**config.mk**
```make
export PLATFORM = sky130hd
export DESIGN_NAME = tpdbf_cell
export DESIGN_NICKNAME = d
export VERILOG_FILES = /design/src/rtl/core/tpdbf_pkg.sv /design/src/rtl/core/tpdbf_cell.sv
export SDC_FILE = /design/constraint.sdc
export NUM_CORES = 1
export LEC_CHECK = 0
export BUFFER_PORTS_ARGS = -buffer_cell sky130_fd_sc_hd__buf_4
export CORE_ASPECT_RATIO = 0.8
export CORE_MARGIN = 1
export CORE_UTILIZATION = 44
export DETAILED_ROUTE_END_ITERATION = 7
export PLACE_DENSITY_LB_ADDON = 0.05
export SYNTH_ARGS = -nofsm -noshare
export SYNTH_HDL_FRONTEND = slang
export SYNTH_SLANG_ARGS = --single-unit
```
**constraint.sdc**
```tcl
create_clock -name clk -period 0.8 [get_ports clk]
set_input_delay 0.04 -clock clk [delete_from_list [all_inputs] [get_ports clk]]
set_output_delay 0.04 -clock clk [all_outputs]
set_load 0.01 [all_outputs]
```
**src/rtl/core/tpdbf_pkg.sv**
```systemverilog
// shared widths, register indexes and defaults of the bond finder
package tpdbf_pkg;

	localparam int MAX_ATOMS_DEF  = 64;
	localparam int COORD_BITS_DEF = 20;

	localparam int TYPE_W    = 8;
	localparam int RAD_W     = 19;
	localparam int IDX_OUT_W = 6;
	localparam int NUM_W     = 12;
	localparam int CFG_IDX_W = 3;

	localparam logic [NUM_W-1:0] BOND_MAX = 12'd4095;

	localparam logic [CFG_IDX_W-1:0] CFG_BOND_KIND  = 3'd0;
	localparam logic [CFG_IDX_W-1:0] CFG_TYPE_A     = 3'd1;
	localparam logic [CFG_IDX_W-1:0] CFG_TYPE_B     = 3'd2;
	localparam logic [CFG_IDX_W-1:0] CFG_MIN_RADIUS = 3'd3;
	localparam logic [CFG_IDX_W-1:0] CFG_MAX_RADIUS = 3'd4;

endpackage

```
**src/rtl/core/tpdbf_cell.sv**
```systemverilog
// one cell of the atom ring: holds a stored atom and passes it to its neighbor
module tpdbf_cell #(
	parameter int COORD_BITS = tpdbf_pkg::COORD_BITS_DEF
) (
	input  logic                          clk,
	input  logic                          en,
	input  logic [tpdbf_pkg::TYPE_W-1:0]  d_type,
	input  logic signed [COORD_BITS-1:0]  d_x,
	input  logic signed [COORD_BITS-1:0]  d_y,
	input  logic signed [COORD_BITS-1:0]  d_z,
	output logic [tpdbf_pkg::TYPE_W-1:0]  q_type,
	output logic signed [COORD_BITS-1:0]  q_x,
	output logic signed [COORD_BITS-1:0]  q_y,
	output logic signed [COORD_BITS-1:0]  q_z
);

	logic [tpdbf_pkg::TYPE_W-1:0] type_q;
	logic signed [COORD_BITS-1:0] x_q;
	logic signed [COORD_BITS-1:0] y_q;
	logic signed [COORD_BITS-1:0] z_q;

	always_ff @(posedge clk) begin
		if (en) begin
			type_q <= d_type;
			x_q    <= d_x;
			y_q    <= d_y;
			z_q    <= d_z;
		end
	end

	assign q_type = type_q;
	assign q_x    = x_q;
	assign q_y    = y_q;
	assign q_z    = z_q;

endmodule

```
==> impl_metrics.json, run 1 <==
{
  "status": "stopped before the end",
  "stop_stage": "clock tree synthesis",
  "error": "[ERROR DPL-0033] detailed placement checks failed during check placement.",
  "clkSinkCount": 68,
  "avgSynthCellArea_sq_um": 30.03,
  "portBuffers": 137,
  "synth_flop_cell": "edfxtp_1",
  "ys_warn_count": 0,
  "yosys.area.top_type": "edfxtp_1",
  "ys_top_cells_by_count": "68 x edfxtp_1",
  "num_rows": 21,
  "cts_resized": 27,
  "synth_nets": 138,
  "die_y_um": 62.93,
  "synth_seq_area_share_pct": 100.0,
  "die_x_um": 78.17,
  "initial_core_util_pct": 47.39,
  "syn_inst": 68,
  "cts_buffer_depth": 2,
  "root_buffer": "clkbuf_8",
  "synth-edff-count": 68,
  "yosysTopAreaCellShare_pct": 100.0,
  "ctsHtreeMaxLevel": 3,
  "io_pins": 138,
  "numCtsBuffers": 9,
  "gp_congestion": 0.7060,
  "synth.distinct_cells": 1,
  "netlist_area_sq_um": 2042,
  "synthArstFlopShare_pct": 0,
  "yosysMostFrequentCell": "edfxtp_1",
  "synthTopCellsByArea": "edfxtp_1 100%",
  "cts_hold_buf": 68,
  "place_area_sq_um": 3189,
  "cts_setup_buffers": 0,
  "synth_seq_cells": 68
}
-- metrics by stage --
step / util (%) / hold slack, ns / worst slack, ns / instances
3_5_place_dp: 74.01 / 0.2193 / 0.1220 / 265
2_1_floorplan: - / 0.1389 / 0.3662 / 68
3_3_place_gp: 74.01 / 0.2180 / 0.1222 / 265
-- logic make-up after synthesis --
group	count (synthesis)	share of synthesized area, %
flip-flops	68	100.0
==> inputs of run 2 (changes only) <==
--- a/config.mk
+++ b/config.mk
@@ -6,11 +6,10 @@
 export NUM_CORES = 1
 export LEC_CHECK = 0
 export BUFFER_PORTS_ARGS = -buffer_cell sky130_fd_sc_hd__buf_4
-export CORE_ASPECT_RATIO = 0.8
 export CORE_MARGIN = 1
-export CORE_UTILIZATION = 44
+export CORE_UTILIZATION = 30
 export DETAILED_ROUTE_END_ITERATION = 7
-export PLACE_DENSITY_LB_ADDON = 0.05
+export PLACE_DENSITY_LB_ADDON = 0.15
 export SYNTH_ARGS = -nofsm -noshare
 export SYNTH_HDL_FRONTEND = slang
 export SYNTH_SLANG_ARGS = --single-unit
==> run 2 against run 1 <==
The flow now finishes, with violations (design-rule violations, negative setup slack). Synthesized cell count stayed put. Area after synthesis did not move.
==> impl_metrics.json, run 2 <==
{
  "final_cell_mix": "71 x buf_4, 68 x dlygate4sd3_1, 68 x edfxtp_1, 66 x buf_6, 9 x clkbuf_8",
  "first_pass_iters": 8,
  "grt_max_degree": 38,
  "fin_cells": 367,
  "finalCritPeriodShare_pct": 113.8,
  "antenna_left": 0,
  "nNetsFinal": 356,
  "yosysMostFrequentCell": "edfxtp_1",
  "synth_nets": 138,
  "grt_pass1_vias": 1678,
  "vias": 1509,
  "crit_slowest_cell": "edfxtp_1",
  "totalPowerFinal_mw": 7.914,
  "finalSetupTns_ns": -5.622,
  "finalMaxSlewViolations": 0,
  "numCtsBuffers": 9,
  "ys_warn_count": 0,
  "use_met1_pct": 13.91,
  "cap_viol_max_count": 0,
  "fin_util_pct": 66.33,
  "synth_flop_cell": "edfxtp_1",
  "drt-total-wl_mm": 5.254,
  "fmax_mhz": 1099,
  "final_common_cell": "buf_4",
  "diodes": 0,
  "critPathTopFamily": "flip-flops",
  "clkSinkCount": 68,
  "grt_overflow": 0,
  "switching_power_mw": 1.685,
  "grt_pass1_wl_mm": 7.831,
  "p_leak_nw": 1.787,
  "io_pins": 138,
  "die_y_um": 84.50,
  "core_sq_um": 6459,
  "fillers": 461,
  "root_buffer": "clkbuf_8",
  "cts_buffer_depth": 2,
  "rsz0062_at_grt": "true",
  "hold_viol": 0,
  "slew_headroom_pct": 86.77,
  "worstHoldStart": "en",
  "syn_inst": 68,
  "synthTopCellsByArea": "edfxtp_1 100%",
  "synth-edff-count": 68,
  "drive_above_1_share_pct": 51.72,
  "peakVddDrop_uv": 1206,
  "synth.distinct_cells": 1,
  "regArea_sq_um": 2042,
  "netlist_area_sq_um": 2042,
  "crit_chain": "buf_6",
  "num_rows": 29,
  "grtUsageMet3_pct": 6.195,
  "tightest_slew_ns": 0.1985,
  "drt_iter0_drc": 57,
  "yosysTopAreaCellShare_pct": 100.0,
  "dp.cells": 284,
  "syn2layout_area_growth_pct": 109.8,
  "gp_congestion": 0.6756,
  "busiest_layer": "met2",
  "ys_top_cells_by_count": "68 x edfxtp_1",
  "status": "finished, violations left",
  "finalCriticalPeriod_ns": 0.9103,
  "drc": 9,
  "criticalPathCategory": "register to primary output",
  "endpoint_kind": "primary output",
  "finalWorstSetupSlack_ns": -0.1103,
  "cts.clk_slew.worst_paths_ns": 0.07,
  "synth_seq_cells": 68,
  "die_x_um": 84.50,
  "synthArstFlopShare_pct": 0,
  "powerDensity_nw_per_um2": 1847,
  "max_stage_delay_ns": 0.40,
  "antenna_found_initial": 0,
  "vias_per_cell": 4.112,
  "num-multi-input-gates": 0,
  "yosys.area.top_type": "edfxtp_1",
  "setup_viol": 68,
  "synth_seq_area_share_pct": 100.0,
  "swShare_pct": 21.29,
  "p_int_mw": 6.230,
  "cts_tree": "yes",
  "cp-start-kind": "register",
  "post_drt_wl_per_cell_um": 14.32,
  "initial_core_util_pct": 31.62,
  "whs_endpoint": "q_y[5]",
  "critPathMaxFanout": 1,
  "place_ws_ns": 0.09094,
  "seq_power_share_pct": 55.2,
  "worstHoldPathCells": 2,
  "track_usage_pct": 15.13,
  "violations": "design-rule violations, negative setup slack",
  "cts_setup_buffers": 0,
  "clkPwrFrac_pct": 27.9,
  "avgSynthCellArea_sq_um": 30.03,
  "ctsHtreeMaxLevel": 3,
  "worstPathRequired_ns": 0.76,
  "use_met2_pct": 28.31,
  "comb_power_share_pct": 16.9,
  "portBuffers": 137,
  "hp-class": "input port to register",
  "multi_input_area_sq_um": 0,
  "worst-path-buf-inv": 1,
  "critPathArrivalTime_ns": 0.87,
  "dieArea_sq_um": 7140
}
[run 2: cell counts after synthesis]
No cell type changed its count.
[run 2: logic make-up after synthesis]
logic type and share of synthesized area (%):
DFF 100.0
[run 2: area by class of cell]
| cell class | count | area share (%) |
|---|---|---|
| sequential | 68 | 47.66 |
| timing repair buffer | 207 | 46.61 |
| clock buffer | 11 | 3.067 |
| tap | 77 | 2.249 |
| clock inverter | 4 | 0.4089 |
[run 2: power by group through the flow]
stage          clock, mW  combinational, mW  sequential (mW)
2_1_floorplan          0                  0             4.54
3_3_place_gp           0              0.895             4.38
3_5_place_dp           0              0.909             4.39
4_1_cts             2.32               1.26             4.34
5_1_grt             2.45               1.40             4.39
6_report            2.21               1.33             4.37
[run 2: worst max path at each step]
stage	start	endpoint	slack, ns	depth (start not counted)
floorplan	q_type[0]	q_type[0]	0.37	0
global placement	en	q_x[17]	0.11	2
detailed placement	en	q_z[14]	0.09	2
CTS	q_x[17]	q_x[17]	-0.14	1
global route	q_y[16]	q_y[16]	-0.16	1
finish	q_y[1]	q_y[1]	-0.11	1
[run 2: metrics by stage]
step                instance area [sq um]  hold slack, ns
global placement                     3207          0.2178
finish                               4284          0.1718
global route                         4284          0.1731
floorplan                            2042          0.1389
detailed placement                   3207          0.2193
CTS                                  4175          0.1626
[run 2: routing by layer]
layer | up-vias | wire, um | part of all wire [%]
li1 | 711 | - | -
met5 | - | 0 | 0
met3 | 9 | 472 | 9.0
met4 | 0 | 80 | 1.5
met2 | 84 | 2893 | 55
met1 | 705 | 1808 | 34
[run 2: repair_timing]
item / CTS / global route
resized for setup: 37 / 29
hold buffers: 68 / 0
endpoints found under the setup margin: 68 / 68
hold endpoints to repair: 68 / 0
No activity file was read; power rests on OpenSTA's default activity.
