**src/rtl/core/tpdbf_pkg.sv**
```systemverilog
// shared widths, register indexes and defaults of the bond finder
package tpdbf_pkg;

	localparam int MAX_ATOMS_DEF  = 64;
	localparam int COORD_BITS_DEF = 20;

	localparam int TYPE_W    = 8;
	localparam int RAD_W     = 19;
	localparam int IDX_OUT_W = 6;
	localparam int NUM_W     = 12;
	localparam int CFG_IDX_W = 3;

	localparam logic [NUM_W-1:0] BOND_MAX = 12'd4095;

	localparam logic [CFG_IDX_W-1:0] CFG_BOND_KIND  = 3'd0;
	localparam logic [CFG_IDX_W-1:0] CFG_TYPE_A     = 3'd1;
	localparam logic [CFG_IDX_W-1:0] CFG_TYPE_B     = 3'd2;
	localparam logic [CFG_IDX_W-1:0] CFG_MIN_RADIUS = 3'd3;
	localparam logic [CFG_IDX_W-1:0] CFG_MAX_RADIUS = 3'd4;

endpackage

```
**src/rtl/core/tpdbf_dist.sv**
```systemverilog
// three-stage pair test: type match, squared distance and radius window
module tpdbf_dist #(
	parameter int COORD_BITS = tpdbf_pkg::COORD_BITS_DEF,
	parameter int IW         = 6
) (
	input  logic                              clk,
	input  logic                              arst_n,
	input  logic                              adv,
	input  logic                              valid,
	input  logic [IW-1:0]                     idx,
	input  logic [tpdbf_pkg::TYPE_W-1:0]      head_type,
	input  logic signed [COORD_BITS-1:0]      head_x,
	input  logic signed [COORD_BITS-1:0]      head_y,
	input  logic signed [COORD_BITS-1:0]      head_z,
	input  logic [tpdbf_pkg::TYPE_W-1:0]      new_type,
	input  logic signed [COORD_BITS-1:0]      new_x,
	input  logic signed [COORD_BITS-1:0]      new_y,
	input  logic signed [COORD_BITS-1:0]      new_z,
	input  logic [tpdbf_pkg::TYPE_W-1:0]      type_a,
	input  logic [tpdbf_pkg::TYPE_W-1:0]      type_b,
	input  logic [2*tpdbf_pkg::RAD_W-1:0]     lo_sq,
	input  logic [2*tpdbf_pkg::RAD_W-1:0]     hi_sq,
	output logic                              hit_s3,
	output logic [IW-1:0]                     idx_s3
);

	localparam int DFW = COORD_BITS + 1;
	localparam int SQW = 2 * DFW;
	localparam int DW  = SQW + 2;
	localparam int RW  = 2 * tpdbf_pkg::RAD_W;
	localparam int CW  = (DW > RW) ? DW : RW;

	logic                  v_s1;
	logic                  match_s1;
	logic [IW-1:0]         idx_s1;
	logic signed [DFW-1:0] dx_s1;
	logic signed [DFW-1:0] dy_s1;
	logic signed [DFW-1:0] dz_s1;

	logic                  v_s2;
	logic                  match_s2;
	logic [IW-1:0]         idx_s2;
	logic [SQW-1:0]        sx_s2;
	logic [SQW-1:0]        sy_s2;
	logic [SQW-1:0]        sz_s2;

	logic                  match;
	logic signed [DFW-1:0] dx;
	logic signed [DFW-1:0] dy;
	logic signed [DFW-1:0] dz;
	logic [DFW-1:0]        mx;
	logic [DFW-1:0]        my;
	logic [DFW-1:0]        mz;
	logic [DW-1:0]         d2;
	logic                  in_window;

	always_comb begin
		match = (head_type == type_a && new_type == type_b) ||
			(head_type == type_b && new_type == type_a);
		dx = DFW'(head_x) - DFW'(new_x);
		dy = DFW'(head_y) - DFW'(new_y);
		dz = DFW'(head_z) - DFW'(new_z);
		mx = dx_s1[DFW-1] ? DFW'(-dx_s1) : DFW'(dx_s1);
		my = dy_s1[DFW-1] ? DFW'(-dy_s1) : DFW'(dy_s1);
		mz = dz_s1[DFW-1] ? DFW'(-dz_s1) : DFW'(dz_s1);
		d2 = DW'(sx_s2) + DW'(sy_s2) + DW'(sz_s2);
		in_window = (CW'(d2) >= CW'(lo_sq)) && (CW'(d2) <= CW'(hi_sq));
	end

	always_ff @(posedge clk or negedge arst_n) begin
		if (!arst_n) begin
			v_s1   <= 1'b0;
			v_s2   <= 1'b0;
			hit_s3 <= 1'b0;
		end else if (adv) begin
			v_s1   <= valid;
			v_s2   <= v_s1;
			hit_s3 <= v_s2 && match_s2 && in_window;
		end
	end

	always_ff @(posedge clk) begin
		if (adv) begin
			match_s1 <= match;
			idx_s1   <= idx;
			dx_s1    <= dx;
			dy_s1    <= dy;
			dz_s1    <= dz;
			match_s2 <= match_s1;
			idx_s2   <= idx_s1;
			sx_s2    <= mx * mx;
			sy_s2    <= my * my;
			sz_s2    <= mz * mz;
			idx_s3   <= idx_s2;
		end
	end

endmodule
```
**config.mk**
```make
export PLATFORM = sky130hd
export DESIGN_NAME = tpdbf_dist
export DESIGN_NICKNAME = d
export VERILOG_FILES = /design/src/rtl/core/tpdbf_pkg.sv /design/src/rtl/core/tpdbf_dist.sv
export SDC_FILE = /design/constraint.sdc
export NUM_CORES = 2
export LEC_CHECK = 0
export ABC_AREA = 1
export ABC_CLOCK_PERIOD_IN_PS = 16400
export BUFFER_PORTS_ARGS = -buffer_cell sky130_fd_sc_hd__buf_2
export CAP_MARGIN = 15
export CORE_MARGIN = 5
export CORE_UTILIZATION = 50
export DETAILED_ROUTE_END_ITERATION = 12
export PLACE_DENSITY = 0.67
export SYNTH_ARGS = -nofsm -noshare
export SYNTH_HDL_FRONTEND = slang
export SYNTH_SLANG_ARGS = --single-unit
```
**constraint.sdc**
```tcl
create_clock -name clk -period 16.4 [get_ports clk]
set_input_delay 2.46 -clock clk [delete_from_list [all_inputs] [get_ports clk]]
set_output_delay 2.46 -clock clk [all_outputs]
set_load 0.05 [all_outputs]
```
### Word level (Yosys, flattened, before mapping)

Cells that the tools add are included.

| word-level totals | value |
|---|---|
| flip-flop bits (word level) | 212 |
| word-level logic and storage cells | 40 |

| cells by class | value |
|---|---|
| add/subtract/negate cells | 8 |
| multipliers | 3 |
| magnitude comparators | 2 |
| equality and inequality tests | 4 |
| mux-type cells | 3 |
| reduce and logical (&&, ||, !) cells | 6 |

Operators with widths:

| kind | count |
|---|---|
| $mul A21 B21 Y42 | 3 |
| $mux W21 | 3 |
| $neg A21 Y21 | 3 |
| $sub A20 B20 Y21 | 3 |
| $add A43 B42 Y44 | 1 |
| $ge A44 B38 Y1 | 1 |
| $le A44 B38 Y1 | 1 |
| $add A42 B42 Y43 | 1 |
| $eq A8 B8 Y1 | 4 |
| $logic_and A1 B1 Y1 | 5 |
| $logic_or A1 B1 Y1 | 1 |

### Logic depth before layout (Yosys ltp)

| logic depth | value |
|---|---|
| word-level depth | 5 |
| depth in mapped cells | 42 |

### Least setup slack after synthesis

OpenSTA, ideal clock, no wires.

| timing | value |
|---|---|
| path type | flip-flop to flip-flop |
| from | register dx_s1[0] |
| to | register sx_s2[41], data pin |
| arrival | 7499 ps |
| required time | 16137 ps |
| slack | 8638 ps |
| stages on the path, launching flop included | 33 |
| buffers on the path | 3 |
| cell sequence | edfxtp_1 buf_6 inv_1 clkbuf_1 ha_1 nand3_2 nor4_1 xor2_1 or2_2 o21ai_0 clkbuf_1 nand2_1 fa_1 inv_1 fa_1 inv_1 fa_1 inv_1 fa_1 fa_1 fa_1 inv_1 fa_1 inv_1 ha_1 nand2_1 nor2_1 inv_1 nor2_1 nand4_1 or2_2 nand3_1 xor2_1 |

| on the way | value |
|---|---|
| longest elaborated chain between the ends | 3 |

RTL lines:

| what | RTL line | text |
|---|---|---|
| start: declaration | tpdbf_dist.sv:36 | `logic signed [DFW-1:0] dx_s1;` |
| start signal: assignment | tpdbf_dist.sv:86 | `dx_s1 <= dx;` |
| $neg A21 Y21 | tpdbf_dist.sv:63 | `mx = dx_s1[DFW-1] ? DFW'(-dx_s1) : DFW'(dx_s1);` |
| $mux W21 (*) | tpdbf_dist.sv:63 |  |
| $mul A21 B21 Y42 (*) | tpdbf_dist.sv:91 | `sx_s2 <= mx * mx;` |
| end signal: assignment | tpdbf_dist.sv:91 |  |
| end: declaration | tpdbf_dist.sv:43 | `logic [SQW-1:0] sx_s2;` |

Mark *: on every way between the ends. The rest lies on a longest branch, timed or not.
A chain may end at the register's enable or synchronous reset.

### Worst setup path after layout

| timing | value |
|---|---|
| from | register dz_s1[0] |
| to | register sz_s2[34], data pin |

| on the way | value |
|---|---|
| longest elaborated chain between the ends | 3 |

RTL lines:

| what | RTL line | text |
|---|---|---|
| start: declaration | tpdbf_dist.sv:38 | `logic signed [DFW-1:0] dz_s1;` |
| start signal: assignment | tpdbf_dist.sv:88 | `dz_s1 <= dz;` |
| $neg A21 Y21 | tpdbf_dist.sv:65 | `mz = dz_s1[DFW-1] ? DFW'(-dz_s1) : DFW'(dz_s1);` |
| $mux W21 (*) | tpdbf_dist.sv:65 |  |
| $mul A21 B21 Y42 (*) | tpdbf_dist.sv:93 | `sz_s2 <= mz * mz;` |
| end signal: assignment | tpdbf_dist.sv:93 |  |
| end: declaration | tpdbf_dist.sv:45 | `logic [SQW-1:0] sz_s2;` |

Marks and branches as above.

==> impl_metrics.toml <==
[setup_path]
worstSetupPathType = "reg -> reg"
crit_path_max_incr_delay_ns = 0.71
critPathArrivalTime_ns = 9.99
crit_family = "adder cells"
cp-end-kind = "register"
crit_path_start_kind = "register"
cp.required_ns = 16.78
path_buf_inv = 11
worstPathMaxFanout = 17
crit_top_cell = "inv_1"
cpMaxStageDelayCell = "inv_1"

[clock_tree]
ctsHoldBuffers = 0
cts_tree = "done"
cts_buffers = 29
insertion_delay_ns = 0.64
clk_path_buf_depth = 3
cts.clk_slew.worst_paths_ns = 0.06
numClockSinks = 209
htreeDepth = 1
post-cts-setup-buffer-count = 0
ctsResizeCount = 0
root_buffer = "clkbuf_16"

[sta]
worst_slew_pin_slew_ns = 1.210
finalSetupViolations = 0
fin_tns_setup_ns = 0
fin_crit_sh_pct = 58.59
worst_slew_margin_rel_pct = 19.31
skew_ns = 0.06200
min_period_ns = 9.609
slew_viol_final = 0
max_freq_mhz = 104.1
hold_viol = 0
timing.hold.ws_ns = 0.4185
rsz0062_at_grt = "no"

[placement]
portBuffers = 244
gp_congestion = 0.9642
place_inst = 8452
place_hpwl_um = 135800

[synthesis]
avgSynthCellArea_um2 = 8.267
synth_area_um2 = 55540
yosysUniqueCellTypes = 63
synth_top_area_share_pct = 35.43
yosys_register_bits = 209
synth-edff-count = 206
netlist_instances = 6718
yosysSeqAreaShare_pct = 11.27
synth_area_leaders = "fa_1, ha_1, inv_1"
synthFlopType = "edfxtp_1"
synth_largest_area_cell = "fa_1"
yosys_warnings = 0
async_flop_share_pct = 1.435

[layout]
layout.nets = 8839
final_core_util_pct = 53.96
final_common_cell = "inv_1"
layout_common_cells = "inv_1, nand2_1, fa_1, nor2_1, ha_1"
fillCellCount = 10500
layout-drive-gt1-share_pct = 6.154
final_cells = 8508
syn_to_final_growth_pct = 7.376
n_antenna_cell = 0

[route]
dr.pass1.iters = 6
antenna_left = 0
vias = 43970
first_iter_violations = 3147
viasPerCell = 5.167
drt-total-wl_um = 157300
drc_errors = 0
post_drt_wl_per_cell_um = 18.49

[hold_path]
hold_path_class = "reg -> reg"

[die]
boundaryPins = 245
start_util_pct = 50.25
die_w_um = 343.3
dieArea_um2 = 117800
die_h_um = 343.3
fp.coreArea_um2 = 110500
row_count = 122

[global_routing]
grt_overflow = 0
grtUsageTotal_pct = 27.08
antenna_found_initial = 6
first_global_vias = 45810
grt_max_degree = 91
grt_pass1_wl_um = 250000

[run]
maxCapViolations = 0

[status]
status = "completed"
-- cells in the mapped netlist (14+ instances only) --
| cell type | instances |
|---|---|
| o21ai_1 | 17 |
| buf_2 | 31 |
| a31oi_1 | 34 |
| xor2_1 | 168 |
| ha_1 | 621 |
| edfxtp_1 | 206 |
| fa_1 | 983 |
| o21bai_1 | 37 |
| nand3_1 | 125 |
| nor2_1 | 626 |
| xnor2_1 | 86 |
| nand2_1 | 1066 |
| nor3_1 | 42 |
| a21o_1 | 33 |
| nand4_1 | 45 |
| a21oi_1 | 269 |
| or2_2 | 21 |
| nor4_1 | 28 |
| clkbuf_1 | 30 |
| o21ai_0 | 144 |
| inv_1 | 1906 |
| nor2_2 | 14 |
| a21boi_0 | 14 |
| inv_2 | 24 |
-- final timing paths --
check                            endpoint  cells after the start      start  slack [ns]
worst max-delay path            sz_s2[34]                     35   dz_s1[0]        6.79
worst min-delay path            idx_s3[3]                      0  idx_s2[3]        0.42
worst max register to register  sz_s2[34]                     35   dz_s1[0]        6.79
worst min register to register  idx_s3[3]                      0  idx_s2[3]        0.42
max in group asynchronous          hit_s3                      1     arst_n       14.68
min in group asynchronous            v_s1                      1     arst_n        1.61
-- cells by family (layout without fill, tap and decap cells) --
logic type	after synthesis	count (layout)	synth area share, %
fa+ha+maj	1604	1604	49.43
buf+inv	2016	2270	13.84
compound gates	603	603	6.196
simple gates	2027	2027	15.13
xor+xnor	257	257	4.114
flops	209	209	11.27
other cells	2	50	0.01352
-- worst register-to-register path: cells and delay by family (launching register included) --
family | cells | cell delay [ns]
compound gates | 6 | 1.08
fa+ha+maj | 9 | 4.23
flops | 1 | 0.58
buf+inv | 11 | 1.63
simple gates | 9 | 1.83
-- metal layers --
layer	wire length [µm]	GRT usage (%)	vias to the layer above
met1	67890	38.18	21430
met4	3815	5.786	6
li1	-	-	20690
met5	35	0	-
met3	13010	4.451	244
met2	72580	44.45	1597
-- area by class of cell --
class                           count  area [µm²]  share of cell area [%]
Clock buffer                       30       729.5                   1.223
Tap cell                         1488        1862                   3.122
Multi-Input combinational cell   4541       41770                   70.04
Clock inverter                     24       251.5                  0.4217
Inverter                         1938        7274                   12.20
Sequential cell                   209        6261                   10.50
Timing Repair Buffer              278        1488                   2.495
-- sequential cells by signal, indices dropped and copies added, names as in the netlist, 6 cells and up --
name,cells
dx_s1,21
dy_s1,21
dz_s1,21
idx_s1,6
idx_s2,6
idx_s3,6
sx_s2,41
sy_s2,41
sz_s2,41
-- stage by stage --
stage               area (µm²)  setup WS, ns
floorplan                55720         8.638
global placement         58640         6.756
detailed placement       58640         6.623
CTS                      59620         6.576
global route             59630         6.154
finish                   59630         6.791
Power is left out: the tool's default activity adds up to more than one toggle a clock period on the data nets, which glitch-free logic cannot reach.
